<file path="src/sv/obstacle_turn_controller_core_defines.svh">
// ----------------------------------------------------------------------------
// Obstacle turn controller assertion macros
// Shared property macros for the concurrent checks of the controller core.
// ----------------------------------------------------------------------------
`ifndef OBSTACLE_TURN_CONTROLLER_CORE_DEFINES_SVH
`define OBSTACLE_TURN_CONTROLLER_CORE_DEFINES_SVH

// Same-cycle implication, checked out of reset only.
`define OTC_ASSERT_NOW(label, clk, rst_n, ante, cons) \
  label: assert property (@(posedge clk) disable iff (!(rst_n)) (ante) |-> (cons)) \
    else $error("otc: same-cycle check failed");

// Next-cycle implication, checked out of reset only.
`define OTC_ASSERT_NEXT(label, clk, rst_n, ante, cons) \
  label: assert property (@(posedge clk) disable iff (!(rst_n)) (ante) |=> (cons)) \
    else $error("otc: next-cycle check failed");

`endif

</file>
<file path="src/sv/otc_pkg.sv">
// ----------------------------------------------------------------------------
// Obstacle turn controller package
// Widths, register indexes, drive constants and shared types.
// ----------------------------------------------------------------------------
package otc_pkg;

  localparam int unsigned DIST_W     = 10;
  localparam int unsigned MS_W       = 16;
  localparam int unsigned TIME_W     = 32;
  localparam int unsigned DUTY_W     = 16;
  localparam int unsigned STREAK_W   = 2;
  localparam int unsigned CFG_ADDR_W = 4;
  localparam int unsigned CFG_DATA_W = 16;
  localparam int unsigned IN_DATA_W  = 64;
  localparam int unsigned OUT_DATA_W = 40;

  // Register indexes on the configuration channel.
  localparam logic [CFG_ADDR_W-1:0] REG_TURN_ENTER   = 4'd0;
  localparam logic [CFG_ADDR_W-1:0] REG_TURN_EXIT    = 4'd1;
  localparam logic [CFG_ADDR_W-1:0] REG_STRONG_EXIT  = 4'd2;
  localparam logic [CFG_ADDR_W-1:0] REG_SIDE_OPEN    = 4'd3;
  localparam logic [CFG_ADDR_W-1:0] REG_BALANCE_BAND = 4'd4;
  localparam logic [CFG_ADDR_W-1:0] REG_MIN_TURN     = 4'd5;
  localparam logic [CFG_ADDR_W-1:0] REG_HOLD         = 4'd6;
  localparam logic [CFG_ADDR_W-1:0] REG_PWM_MAX      = 4'd7;

  // Drive constants.
  localparam logic [STREAK_W-1:0] STREAK_NEEDED    = 2'd2;
  localparam logic [STREAK_W-1:0] STREAK_SAT       = 2'd3;
  localparam logic [DUTY_W-1:0]   CRUISE_DUTY      = 16'd350;
  localparam logic [DUTY_W-1:0]   PIVOT_OUTER_DUTY = 16'd380;
  localparam logic [DUTY_W-1:0]   PIVOT_INNER_DUTY = 16'd360;

  typedef enum logic [1:0] {
    DIR_NONE  = 2'd0,
    DIR_LEFT  = 2'd1,
    DIR_RIGHT = 2'd2
  } otc_dir_e;

  typedef struct packed {
    logic [DIST_W-1:0] turn_enter_cm;
    logic [DIST_W-1:0] turn_exit_cm;
    logic [DIST_W-1:0] strong_exit_cm;
    logic [DIST_W-1:0] side_open_cm;
    logic [DIST_W-1:0] balance_band_cm;
    logic [MS_W-1:0]   min_turn_ms;
    logic [MS_W-1:0]   hold_ms;
    logic [DUTY_W-1:0] pwm_max;
  } otc_cfg_t;

  localparam otc_cfg_t CFG_RESET = '{
    turn_enter_cm:   10'd40,
    turn_exit_cm:    10'd46,
    strong_exit_cm:  10'd51,
    side_open_cm:    10'd30,
    balance_band_cm: 10'd8,
    min_turn_ms:     16'd170,
    hold_ms:         16'd120,
    pwm_max:         16'd999
  };

  typedef struct packed {
    logic [TIME_W-1:0] now_ms;
    logic [DIST_W-1:0] left_dist;
    logic [DIST_W-1:0] right_dist;
    logic [DIST_W-1:0] front_dist;
  } otc_frame_t;

  typedef struct packed {
    logic                turning;
    otc_dir_e            turn_direction;
    logic [TIME_W-1:0]   turn_deadline;
    logic [TIME_W-1:0]   hold_until;
    logic [STREAK_W-1:0] clear_streak;
    logic [STREAK_W-1:0] balance_streak;
  } otc_state_t;

  localparam otc_state_t STATE_RESET = '{
    turning:        1'b0,
    turn_direction: DIR_NONE,
    turn_deadline:  '0,
    hold_until:     '0,
    clear_streak:   '0,
    balance_streak: '0
  };

  typedef struct packed {
    logic              drive_issued;
    logic              left_reverse;
    logic              right_reverse;
    logic [DUTY_W-1:0] left_duty;
    logic [DUTY_W-1:0] right_duty;
    logic              mode_after;
    otc_dir_e          direction_after;
  } otc_result_t;

endpackage

</file>
<file path="src/sv/obstacle_turn_controller_core.sv">
// ----------------------------------------------------------------------------
// Obstacle turn controller core
// Cruise and pivot-turn decision for one sensor frame per word.
// ----------------------------------------------------------------------------
// The slave stream takes one frame per word: the millisecond time and the
// filtered left, right and front distances. The master stream returns one
// word per frame with the wheel directions, the clamped PWM duties and the
// mode and turn direction after the frame; tuser flags whether the frame
// issued a drive command at all (mode-change frames do not).
// A frame is held in an input register, decided by short combinational logic
// against the controller state, and the result lands in an output register,
// which drives tvalid on the master side. While the receiver keeps up, the
// block sustains one word per cycle. The controller state is updated in the
// same edge that loads the output register.
// When the receiver stalls, the output word holds and the input register
// still takes one more frame before tready drops.
// Reset returns the thresholds to their defaults, puts the block in cruise
// mode with clear streaks and timers, and empties both registers.
// The configuration channel is always ready; it is meant to be written only
// while no frame is in flight.
// ----------------------------------------------------------------------------
`include "obstacle_turn_controller_core_defines.svh"

module obstacle_turn_controller_core (
  input  logic                           clk_i,
  input  logic                           rst_ni,
  // Configuration write channel.
  input  logic                           cfg_valid_i,
  output logic                           cfg_ready_o,
  input  logic [otc_pkg::CFG_ADDR_W-1:0] cfg_addr_i,
  input  logic [otc_pkg::CFG_DATA_W-1:0] cfg_data_i,
  // Frame input stream.
  input  logic                           s_axis_tvalid_i,
  output logic                           s_axis_tready_o,
  // tdata: now_ms[31:0], left_dist[41:32], right_dist[51:42],
  // front_dist[61:52], zero[63:62]
  input  logic [otc_pkg::IN_DATA_W-1:0]  s_axis_tdata_i,
  // Result output stream.
  output logic                           m_axis_tvalid_o,
  input  logic                           m_axis_tready_i,
  // tdata: left_reverse[0], right_reverse[1], left_duty[17:2],
  // right_duty[33:18], mode_after[34], direction_after[36:35], zero[39:37]
  output logic [otc_pkg::OUT_DATA_W-1:0] m_axis_tdata_o,
  // tuser: drive_issued[0]
  output logic                           m_axis_tuser_o
);
  import otc_pkg::*;

  otc_cfg_t    cfg;
  otc_frame_t  in_frame_q, in_frame_d;
  logic        in_valid_q, in_valid_d;
  otc_result_t out_result_q, dec_result;
  logic        out_valid_q, out_valid_d;
  otc_state_t  state_q, state_d;
  logic        in_accept;
  logic        out_load;

  otc_cfg_regs u_cfg_regs (
    .clk_i     (clk_i),
    .rst_ni    (rst_ni),
    .wr_en_i   (cfg_valid_i),
    .wr_addr_i (cfg_addr_i),
    .wr_data_i (cfg_data_i),
    .cfg_o     (cfg)
  );

  assign cfg_ready_o = 1'b1;

  // The output register loads whenever the input register holds a frame and the
  // output one is empty or being drained, so the input register frees up in the same cycle.
  assign out_load        = in_valid_q && (!out_valid_q || m_axis_tready_i);
  assign s_axis_tready_o = !in_valid_q || out_load;
  assign in_accept       = s_axis_tvalid_i && s_axis_tready_o;

  always_comb begin
    in_frame_d.now_ms     = s_axis_tdata_i[31:0];
    in_frame_d.left_dist  = s_axis_tdata_i[41:32];
    in_frame_d.right_dist = s_axis_tdata_i[51:42];
    in_frame_d.front_dist = s_axis_tdata_i[61:52];
  end

  always_comb begin
    if (in_accept) begin
      in_valid_d = 1'b1;
    end else if (out_load) begin
      in_valid_d = 1'b0;
    end else begin
      in_valid_d = in_valid_q;
    end
    if (out_load) begin
      out_valid_d = 1'b1;
    end else if (m_axis_tready_i) begin
      out_valid_d = 1'b0;
    end else begin
      out_valid_d = out_valid_q;
    end
  end

  otc_decide u_decide (
    .frame_i  (in_frame_q),
    .state_i  (state_q),
    .cfg_i    (cfg),
    .result_o (dec_result),
    .state_o  (state_d)
  );

  always_ff @(posedge clk_i or negedge rst_ni) begin
    if (!rst_ni) begin
      in_valid_q  <= 1'b0;
      out_valid_q <= 1'b0;
      state_q     <= STATE_RESET;
    end else begin
      in_valid_q  <= in_valid_d;
      out_valid_q <= out_valid_d;
      if (out_load) begin
        state_q <= state_d;
      end
    end
  end

  // Payload registers carry no reset.
  always_ff @(posedge clk_i) begin
    if (in_accept) begin
      in_frame_q <= in_frame_d;
    end
    if (out_load) begin
      out_result_q <= dec_result;
    end
  end

  assign m_axis_tvalid_o = out_valid_q;
  assign m_axis_tuser_o  = out_result_q.drive_issued;
  assign m_axis_tdata_o  = {3'b000,
                            out_result_q.direction_after,
                            out_result_q.mode_after,
                            out_result_q.right_duty,
                            out_result_q.left_duty,
                            out_result_q.right_reverse,
                            out_result_q.left_reverse};

  // The reported mode always matches the state left behind by that frame.
  `OTC_ASSERT_NEXT(a_mode_tracks_state, clk_i, rst_ni, out_load,
    out_result_q.mode_after == state_q.turning)

  // A word that issues no drive command carries zero directions and duties.
  `OTC_ASSERT_NOW(a_no_drive_is_zero, clk_i, rst_ni,
    out_valid_q && !out_result_q.drive_issued,
    (out_result_q.left_duty == '0) && (out_result_q.right_duty == '0) &&
    !out_result_q.left_reverse && !out_result_q.right_reverse)

  // Turning always has a direction, cruising never has one.
  `OTC_ASSERT_NOW(a_mode_dir_agree, clk_i, rst_ni, out_valid_q,
    out_result_q.mode_after == (out_result_q.direction_after != DIR_NONE))

endmodule

</file>
<file path="src/sv/otc_cfg_regs.sv">
// ----------------------------------------------------------------------------
// Obstacle turn controller configuration registers
// Holds the eight thresholds and limits, written one word at a time.
// ----------------------------------------------------------------------------
module otc_cfg_regs (
  input  logic                           clk_i,
  input  logic                           rst_ni,
  input  logic                           wr_en_i,
  input  logic [otc_pkg::CFG_ADDR_W-1:0] wr_addr_i,
  input  logic [otc_pkg::CFG_DATA_W-1:0] wr_data_i,
  output otc_pkg::otc_cfg_t              cfg_o
);
  import otc_pkg::*;

  otc_cfg_t cfg_q, cfg_d;

  // Distance registers keep the low bits of the word only.
  always_comb begin
    cfg_d = cfg_q;
    if (wr_en_i) begin
      unique case (wr_addr_i)
        REG_TURN_ENTER:   cfg_d.turn_enter_cm   = wr_data_i[DIST_W-1:0];
        REG_TURN_EXIT:    cfg_d.turn_exit_cm    = wr_data_i[DIST_W-1:0];
        REG_STRONG_EXIT:  cfg_d.strong_exit_cm  = wr_data_i[DIST_W-1:0];
        REG_SIDE_OPEN:    cfg_d.side_open_cm    = wr_data_i[DIST_W-1:0];
        REG_BALANCE_BAND: cfg_d.balance_band_cm = wr_data_i[DIST_W-1:0];
        REG_MIN_TURN:     cfg_d.min_turn_ms     = wr_data_i[MS_W-1:0];
        REG_HOLD:         cfg_d.hold_ms         = wr_data_i[MS_W-1:0];
        REG_PWM_MAX:      cfg_d.pwm_max         = wr_data_i[DUTY_W-1:0];
        default: ;
      endcase
    end
  end

  always_ff @(posedge clk_i or negedge rst_ni) begin
    if (!rst_ni) begin
      cfg_q <= CFG_RESET;
    end else begin
      cfg_q <= cfg_d;
    end
  end

  assign cfg_o = cfg_q;

endmodule

</file>
<file path="src/sv/otc_decide.sv">
// ----------------------------------------------------------------------------
// Obstacle turn controller decision logic
// Computes one frame's drive command and the next controller state.
// ----------------------------------------------------------------------------
module otc_decide (
  input  otc_pkg::otc_frame_t  frame_i,
  input  otc_pkg::otc_state_t  state_i,
  input  otc_pkg::otc_cfg_t    cfg_i,
  output otc_pkg::otc_result_t result_o,
  output otc_pkg::otc_state_t  state_o
);
  import otc_pkg::*;

  // A deadline is still ahead when the wrapped distance to it is nonzero
  // and below half the time range.
  function automatic logic still_pending(input logic [TIME_W-1:0] now,
                                         input logic [TIME_W-1:0] deadline);
    logic [TIME_W-1:0] gap;
    gap = deadline - now;
    return (gap != '0) && !gap[TIME_W-1];
  endfunction

  function automatic logic [STREAK_W-1:0] bump(input logic [STREAK_W-1:0] cnt,
                                               input logic                cond);
    logic [STREAK_W-1:0] res;
    if (!cond) begin
      res = '0;
    end else if (cnt != STREAK_SAT) begin
      res = cnt + STREAK_W'(1);
    end else begin
      res = STREAK_SAT;
    end
    return res;
  endfunction

  function automatic logic [DUTY_W-1:0] clamp_duty(input logic [DUTY_W-1:0] val,
                                                   input logic [DUTY_W-1:0] lim);
    return (val > lim) ? lim : val;
  endfunction

  logic [DIST_W-1:0]   abs_diff;
  logic [STREAK_W-1:0] clear_next;
  logic [STREAK_W-1:0] balance_next;
  logic                exit_turn;
  logic                enter_turn;
  logic                left_avail;
  logic                right_avail;

  always_comb begin
    abs_diff = (frame_i.left_dist >= frame_i.right_dist) ?
               (frame_i.left_dist - frame_i.right_dist) :
               (frame_i.right_dist - frame_i.left_dist);
    clear_next   = bump(state_i.clear_streak, frame_i.front_dist >= cfg_i.turn_exit_cm);
    balance_next = bump(state_i.balance_streak,
                        (abs_diff <= cfg_i.balance_band_cm) &&
                        (frame_i.front_dist >= cfg_i.turn_enter_cm));
    exit_turn  = (frame_i.front_dist >= cfg_i.strong_exit_cm) ||
                 (balance_next >= STREAK_NEEDED) ||
                 ((clear_next >= STREAK_NEEDED) &&
                  !still_pending(frame_i.now_ms, state_i.turn_deadline));
    enter_turn = !still_pending(frame_i.now_ms, state_i.hold_until) &&
                 (frame_i.front_dist <= cfg_i.turn_enter_cm);
    left_avail  = frame_i.left_dist >= cfg_i.side_open_cm;
    right_avail = frame_i.right_dist >= cfg_i.side_open_cm;

    state_o  = state_i;
    result_o = '0;

    if (state_i.turning) begin
      if (exit_turn) begin
        state_o.turning        = 1'b0;
        state_o.turn_direction = DIR_NONE;
        state_o.hold_until     = frame_i.now_ms + TIME_W'(cfg_i.hold_ms);
        state_o.clear_streak   = '0;
        state_o.balance_streak = '0;
      end else begin
        state_o.clear_streak   = clear_next;
        state_o.balance_streak = balance_next;
        result_o.drive_issued  = 1'b1;
        // Anything other than a left turn pivots right.
        if (state_i.turn_direction == DIR_LEFT) begin
          result_o.left_reverse = 1'b1;
          result_o.left_duty    = clamp_duty(PIVOT_INNER_DUTY, cfg_i.pwm_max);
          result_o.right_duty   = clamp_duty(PIVOT_OUTER_DUTY, cfg_i.pwm_max);
        end else begin
          result_o.right_reverse = 1'b1;
          result_o.left_duty     = clamp_duty(PIVOT_OUTER_DUTY, cfg_i.pwm_max);
          result_o.right_duty    = clamp_duty(PIVOT_INNER_DUTY, cfg_i.pwm_max);
        end
      end
    end else if (enter_turn) begin
      // Head for the only open side, else the farther one; ties go left.
      if (left_avail != right_avail) begin
        state_o.turn_direction = left_avail ? DIR_LEFT : DIR_RIGHT;
      end else begin
        state_o.turn_direction = (frame_i.left_dist >= frame_i.right_dist) ?
                                 DIR_LEFT : DIR_RIGHT;
      end
      state_o.turning        = 1'b1;
      state_o.turn_deadline  = frame_i.now_ms + TIME_W'(cfg_i.min_turn_ms);
      state_o.clear_streak   = '0;
      state_o.balance_streak = '0;
    end else begin
      result_o.drive_issued = 1'b1;
      result_o.left_duty    = clamp_duty(CRUISE_DUTY, cfg_i.pwm_max);
      result_o.right_duty   = clamp_duty(CRUISE_DUTY, cfg_i.pwm_max);
    end

    result_o.mode_after      = state_o.turning;
    result_o.direction_after = state_o.turn_direction;
  end

endmodule

</file>
<file path="config.mk">
export PLATFORM = sky130hd
export DESIGN_NAME = obstacle_turn_controller_core
export DESIGN_NICKNAME = d
export VERILOG_FILES = /design/src/sv/otc_pkg.sv /design/src/sv/obstacle_turn_controller_core.sv /design/src/sv/otc_cfg_regs.sv /design/src/sv/otc_decide.sv
export VERILOG_INCLUDE_DIRS = /design/src /design/src/sv
export SDC_FILE = /design/constraint.sdc
export NUM_CORES = 1
export LEC_CHECK = 0
export ABC_AREA = 1
export BUFFER_PORTS_ARGS = -buffer_cell sky130_fd_sc_hd__buf_2
export CAP_MARGIN = 20
export CORE_MARGIN = 1
export CORE_UTILIZATION = 45
export DETAILED_ROUTE_END_ITERATION = 10
export PLACE_DENSITY = 0.72
export SLEW_MARGIN = 20
export SYNTH_ARGS = -nofsm -noshare
export SYNTH_HDL_FRONTEND = slang
export SYNTH_SLANG_ARGS = --single-unit
</file>
<file path="constraint.sdc">
create_clock -name clk_i -period 4.35 [get_ports clk_i]
set_clock_uncertainty 0.1 [all_clocks]
set_input_delay 0.435 -clock clk_i [delete_from_list [all_inputs] [get_ports clk_i]]
set_output_delay 0.435 -clock clk_i [all_outputs]
set_load 0.02 [all_outputs]
</file>
==> metrics.txt, run 1 <==
drt first-iter violations=1104; RSZ-0062 raised after global routing=true; commonest non-fill, non-tap cell in the layout=nand2_1; Slowest cell on crit path=edfxtp_1; simple-gate area share of the yosys netlist=0.253; Final nets=3142; Root Buffer=clkbuf_16; Total Power=roughly 13 mW; Critical Path Max Stage Delay=between 400 and 500 ps; row cnt=75; Post-route DRC=0; register area share after synthesis=0.380; global-route wire length before repair=between 80000 and 90000 um; most frequent CP cell=inv_2; pin count of the biggest net entering global routing=86; cell area after layout=23000 sq um; GP Congestion=0.968; register bit total from synthesis=271; Avg Cell Area, Syn=7.37 sq um; mux cell area share after synthesis=0.00162; Final Max Slew Viols=0; DR WL/cell=15.9 um; Pre-Repair DR Iteration Count=5; vias in the first global route=17032; Synth area leader=dfrtp_1; CTS tree=done; WP depth=28; Crit path max-delay family=compound AO/OA/AOI/OAI gates; Critical Path Fanout Max=10; P_leak=12.0 nW; FFs w/ async S/R, synth=0.631; Die ar.=43700 sq um; Max-slew headroom=0.352; post-DR vias/cell=5.15; WL final=54500 um; Reg clk slew, reported paths=60 ps; reg2reg start=in_frame_q[20]; Synth area leaders=dfrtp_1 (18%), nand2_1 (16%), edfxtp_1 (16%); crit start category=flop; Post-DP Area=20800 sq um; Buffers on Ports=around 130; CP endpoint kind=flop; DP Wirelength=41800 um; max-cap viol count=0; Final Cycle Share=0.977; CTS sink cnt=about 270; final hold violation count=0; crit path to=state_q[34]; CP arrival=roughly 4600 ps; fin crit period=4250 ps; post-synthesis xor/xnor area fraction=0.0386; adder-cell area share of the yosys netlist=0.119; area grow syn2layout=19.4%; worst skew pair latency=590 ps; Worst R2R End=state_q[34]; CP bufs+invs=8; outcome=finished clean; H-tree depth=1; core area=42100 sq um; Netlist Area Pre-Place=19300 sq um; type of the worst setup path=flop to flop; Synth Area in Compound Gates=0.105; gr usage total=0.245; share of cells above drive strength 1=0.130; I/O Pins=133; vias post-DR=17680; Post-synth top flop=dfrtp_1; initial antenna violation count=0; fill cell count=about 3900; synth unique cells=52; Fmax achieved=0.235 GHz; ant diodes=0; CP Launch Point=in_frame_q[20]; Num CTS Buffers=29; area share of the largest cell type after synthesis=0.182; main combinational cell family by area after synthesis=simple AND/OR/NAND/NOR gates; grt ovf=0; Worst Hold Class=input pin to flop; Post-Synthesis Cells=2618; die height=209 um; Pwr Density=about 550 nW/um^2; Starting Density=0.458; reg2reg setup slack=100 ps; R2R depth=28; CTS Buffer Depth=3; worst slew pin tran=~970 ps; # setup viols final=0; Post-synth EDFFs=100; CP required=4710 ps; most frequent cells in the layout=nand2_1 (796), inv_1 (455), nor2_1 (169); Post-DRT Antenna Nets=0; Chip Width=209 um; Max VDD drop=419 uV; Ys Warns=0
worst min-delay path, delay by kind of cell:
family	cells	cell delay, ps
and+or+nand+nor	2	140
buffers and inverters	2	120
where the power goes:
part	internal (mW)	switching [mW]	total [mW]
clock	1.51	1.07	2.58
sequential	3.38	0.472	3.86
combinational	2.31	4.03	6.35
total	7.20	5.58	12.8
cell usage after synthesis (all sizes together), types with 31 or more instances:
| library cell | number |
|---|---|
| dfrtp | 140 |
| edfxtp | 100 |
| ha | 173 |
| nand3 | 119 |
| nand4 | 32 |
| inv | 468 |
| a21oi | 105 |
| nor2 | 179 |
| o21ai | 216 |
| nand2 | 834 |
| dfstp | 31 |
| xor2 | 58 |
worst min path at each step:
stage | from | end | depth (start not counted)
6_report | m_axis_tready_i | m_axis_tvalid_o | 4
5_1_grt | cfg_data_i[13] | u_cfg_regs.cfg_o[29] | 3
4_1_cts | m_axis_tready_i | m_axis_tvalid_o | 4
3_5_place_dp | u_cfg_regs.cfg_o[65] | u_cfg_regs.cfg_o[65] | 2
3_3_place_gp | u_cfg_regs.cfg_o[70] | u_cfg_regs.cfg_o[70] | 2
2_1_floorplan | rst_ni | in_valid_q | 0
logic make-up after synthesis:
family	Yosys count
buf+inv	511
fa+ha+maj	180
compound gates	371
simple gates	1195
flops	271
mux	3
other cells	2
xor+xnor	85
state kept, by name, summed over array words and instances, names as in the netlist:
| signal | count |
|---|---|
| m_axis_tdata_o | 37 |
| m_axis_tvalid_o | 1 |
| state_q | 71 |
| m_axis_tuser_o | 1 |
| u_cfg_regs.cfg_o | 98 |
| in_valid_q | 1 |
| in_frame_q | 62 |
final cells by class:
cell class / count / area [sq um] / area share
sequential: 271 / 7320 / 0.318
clock inverter: 19 / 224 / 0.00972
inverter: 469 / 1770 / 0.0768
timing repair buffer: 250 / 1880 / 0.0814
clock buffer: 35 / 768 / 0.0334
tap: 539 / 674 / 0.0293
multi-input combinational: 1852 / 10400 / 0.451
timing repair inverter: 1 / 6.26 / 0.000272
stage by stage:
stage	worst slack, ps	TNS (ps)	hold slack [ps]	utilization	cells
global placement	7.89	0	366	0.493	3298
global route	-95.6	-3850	76.2	0.547	3436
floorplan	255	0	39.4	-	2634
CTS	25.4	0	24.7	0.532	3416
detailed placement	-168	-4360	374	0.493	3298
finish	101	0	70.7	0.547	3436
metal layers:
layer	global-route usage	up-vias	wire length [um]
li1	-	8844	-
met1	0.299	8287	22700
met2	0.437	440	27200
met3	0.0281	109	2620
met4	0.0979	0	2070
met5	0	-	0
timing repair:
action	4_1_cts	5_1_grt
resized for setup	3	98
setup endpoints to repair	52	62
gates cloned	0	8
setup buffers	0	12
pin swaps	0	28
hold endpoints to repair	124	0
hold buffers	64	0
Note: power is estimated with default switching activity, not from simulation.
==> run 2: changes to the inputs <==
Settings changed: BUFFER_PORTS_ARGS -buffer_cell sky130_fd_sc_hd__buf_2 to not set, CELL_PAD_IN_SITES_DETAIL_PLACEMENT set to 0, CELL_PAD_IN_SITES_GLOBAL_PLACEMENT set to 1, CORE_UTILIZATION 45 to 43, DONT_BUFFER_PORTS set to 1, PLACE_DENSITY 0.72 to 0.84.
==> run 2 against run 1 <==
Flip-flop and latch count unchanged. Sequential power increased by 3%. Critical path depth decreased by 1. Clock power decreased by 2%. Largest cell class unchanged. Highest routed layer unchanged.
==> metrics.txt, run 2 (synthesis gave the netlist of run 1 again) <==
outcome=finished clean; Critical Path Max Stage Delay=430 ps; CTS Buffer Depth=3; Post-DRT Antenna Nets=0; Root Buffer=clkbuf_16; final hold violation count=0; WL final=53300 um; Pwr Density=559 nW/um^2; Pint=7.13 mW; Starting Density=0.436; reg2reg setup slack=40 ps; initial antenna violation count=3; Chip Width=214 um; Max VDD drop=510 uV; Final nets=3020; DR WL/cell=15.8 um; GP Congestion=0.910; Hold Startpoint=cfg_data_i[15]; P_leak=11.5 nW; vias post-DR=16774; DP Wirelength=41400 um; core area=44200 sq um; Fmax achieved=roughly 0.23 GHz; RSZ-0062 raised after global routing=true; Min-Delay Endpoint=u_cfg_regs.cfg_o[15]; Logic pwr share=0.483; gr usage total=0.232; Reg clk slew, reported paths=60 ps; grt peak-use layer=met2; Largest register FFs=98; die height=214 um; Max-slew headroom=0.251; CTS tree=done; type of the worst setup path=flop to flop; drt first-iter violations=981; met1 Usage GRT=0.295; Die ar.=45700 sq um; Worst Hold Class=input pin to flop; I/O Pins=133; Num CTS Buffers=28; global-route wire length before repair=82800 um; max-cap viol count=0; commonest non-fill, non-tap cell in the layout=nand2_1; routing usage on met2=0.417; CP endpoint kind=flop; most frequent CP cell=nand2_1; Final Cycle Share=0.991; Total Power=12.6 mW; pin count of the biggest net entering global routing=172; post-DR vias/cell=4.98; # setup viols final=0; Min Hold Slack=38.1 ps; Slowest cell on crit path=edfxtp_1; worst slew pin tran=roughly 1100 ps; Buffers on Ports=0; Pre-Repair DR Iteration Count=5; crit start category=flop; Hold Crit Depth=2; part of the power in registers=0.316; fin crit period=4310 ps; CTS sink cnt=271; H-tree depth=1; vias in the first global route=16306; row cnt=77; area grow syn2layout=16.8%; R2R depth=27; met3 Usage GRT=0.0189; CP arrival=4640 ps; clock power share=0.201; reg2reg start=in_frame_q[27]; worst skew pair latency=between 500 and 600 ps; sw power=roughly 5.4 mW; Critical Path Fanout Max=9; Final Max Slew Viols=0; share of cells above drive strength 1=0.0887; grt ovf=0; switch share=0.433; CP required=between 4000 and 5000 ps; Post-route DRC=0; most frequent cells in the layout=nand2_1 (794), inv_1 (456), nor2_1 (169); Worst R2R End=state_q[22]
[run 2: changes by cell type in the layout (fill, tap and decap cells not counted), sizes merged]
| cell | previous run | this run |
|---|---|---|
| diode | 0 | 3 |
| dlygate4sd3 | 64 | 69 |
| clkinv | 13 | 4 |
| clkbuf | 40 | 45 |
| clkinvlp | 2 | 4 |
| bufinv | 4 | 3 |
| buf | 181 | 56 |
[run 2: how the worst max path moves through the flow]
stage	start	endpoint	slack [ps]	cells after the start
2_1_floorplan	in_frame_q[26]	m_axis_tdata_o[10]	250	24
3_3_place_gp	in_frame_q[17]	m_axis_tdata_o[19]	-60	25
3_5_place_dp	in_frame_q[27]	m_axis_tdata_o[3]	-150	24
4_1_cts	in_frame_q[27]	state_q[17]	40	25
5_1_grt	in_frame_q[24]	state_q[22]	-90	26
6_report	in_frame_q[27]	state_q[22]	40	27
[run 2: cell type report]
| class | count | area (sq um) |
|---|---|---|
| diodes | 3 | 7.51 |
| clock buffers | 40 | 828 |
| clock inverters | 12 | 151 |
| fillers | 4255 | 21700 |
| inverters | 469 | 1770 |
| multi-input cells | 1852 | 10400 |
| flip-flops and latches | 271 | 7320 |
| well taps | 592 | 741 |
| repair buffers | 130 | 1320 |
[run 2: power groups by stage]
| stage | combinational (mW) | clock [mW] | sequential, mW |
|---|---|---|---|
| final | 6.08 | 2.53 | 3.97 |
| after global routing | 6.96 | 2.67 | 4.03 |
| after CTS | 5.79 | 2.58 | 3.95 |
| after detailed placement | 5.71 | 0 | 3.99 |
| after global placement | 5.61 | 0 | 3.97 |
| after floorplan | 4.35 | 0 | 3.80 |
[run 2: timing repair]
| item | CTS | global route |
|---|---|---|
| gates cloned | 0 | 8 |
| hold buffers | 68 | 2 |
| buffers inserted | 0 | 12 |
| endpoints found under the setup margin | 51 | 62 |
| endpoints found under the hold margin | 243 | 171 |
| gates resized for setup | 3 | 86 |
| pin swaps | 0 | 20 |
[run 2: layer usage]
| metal | wire (um) | vias up | share of wire |
|---|---|---|---|
| met4 | 1480 | 0 | 0.028 |
| met3 | 1900 | 79 | 0.036 |
| met5 | 0 | - | 0 |
| met2 | 26900 | 315 | 0.51 |
| met1 | 23000 | 7769 | 0.43 |
| li1 | - | 8611 | - |
[run 2: critical path, delay by kind of cell (launching register included)]
kind	cells	cell delay (ps)
buf+inv	7	800
xor+xnor	1	140
flops	1	430
simple gates	9	710
compound gates	8	1410
fa+ha+maj	2	580
[run 2: through the flow]
step                instances  instance area (sq um)  setup slack (ps)  TNS (ps)   util
floorplan                2634                  19300               255         0      -
global placement         3224                  20200             -58.4      -608  0.457
detailed placement       3224                  20200              -154     -4180  0.457
CTS                      3344                  21900              38.8         0  0.495
global route             3367                  22500             -85.9     -3280  0.509
finish                   3369                  22500              38.2         0  0.509
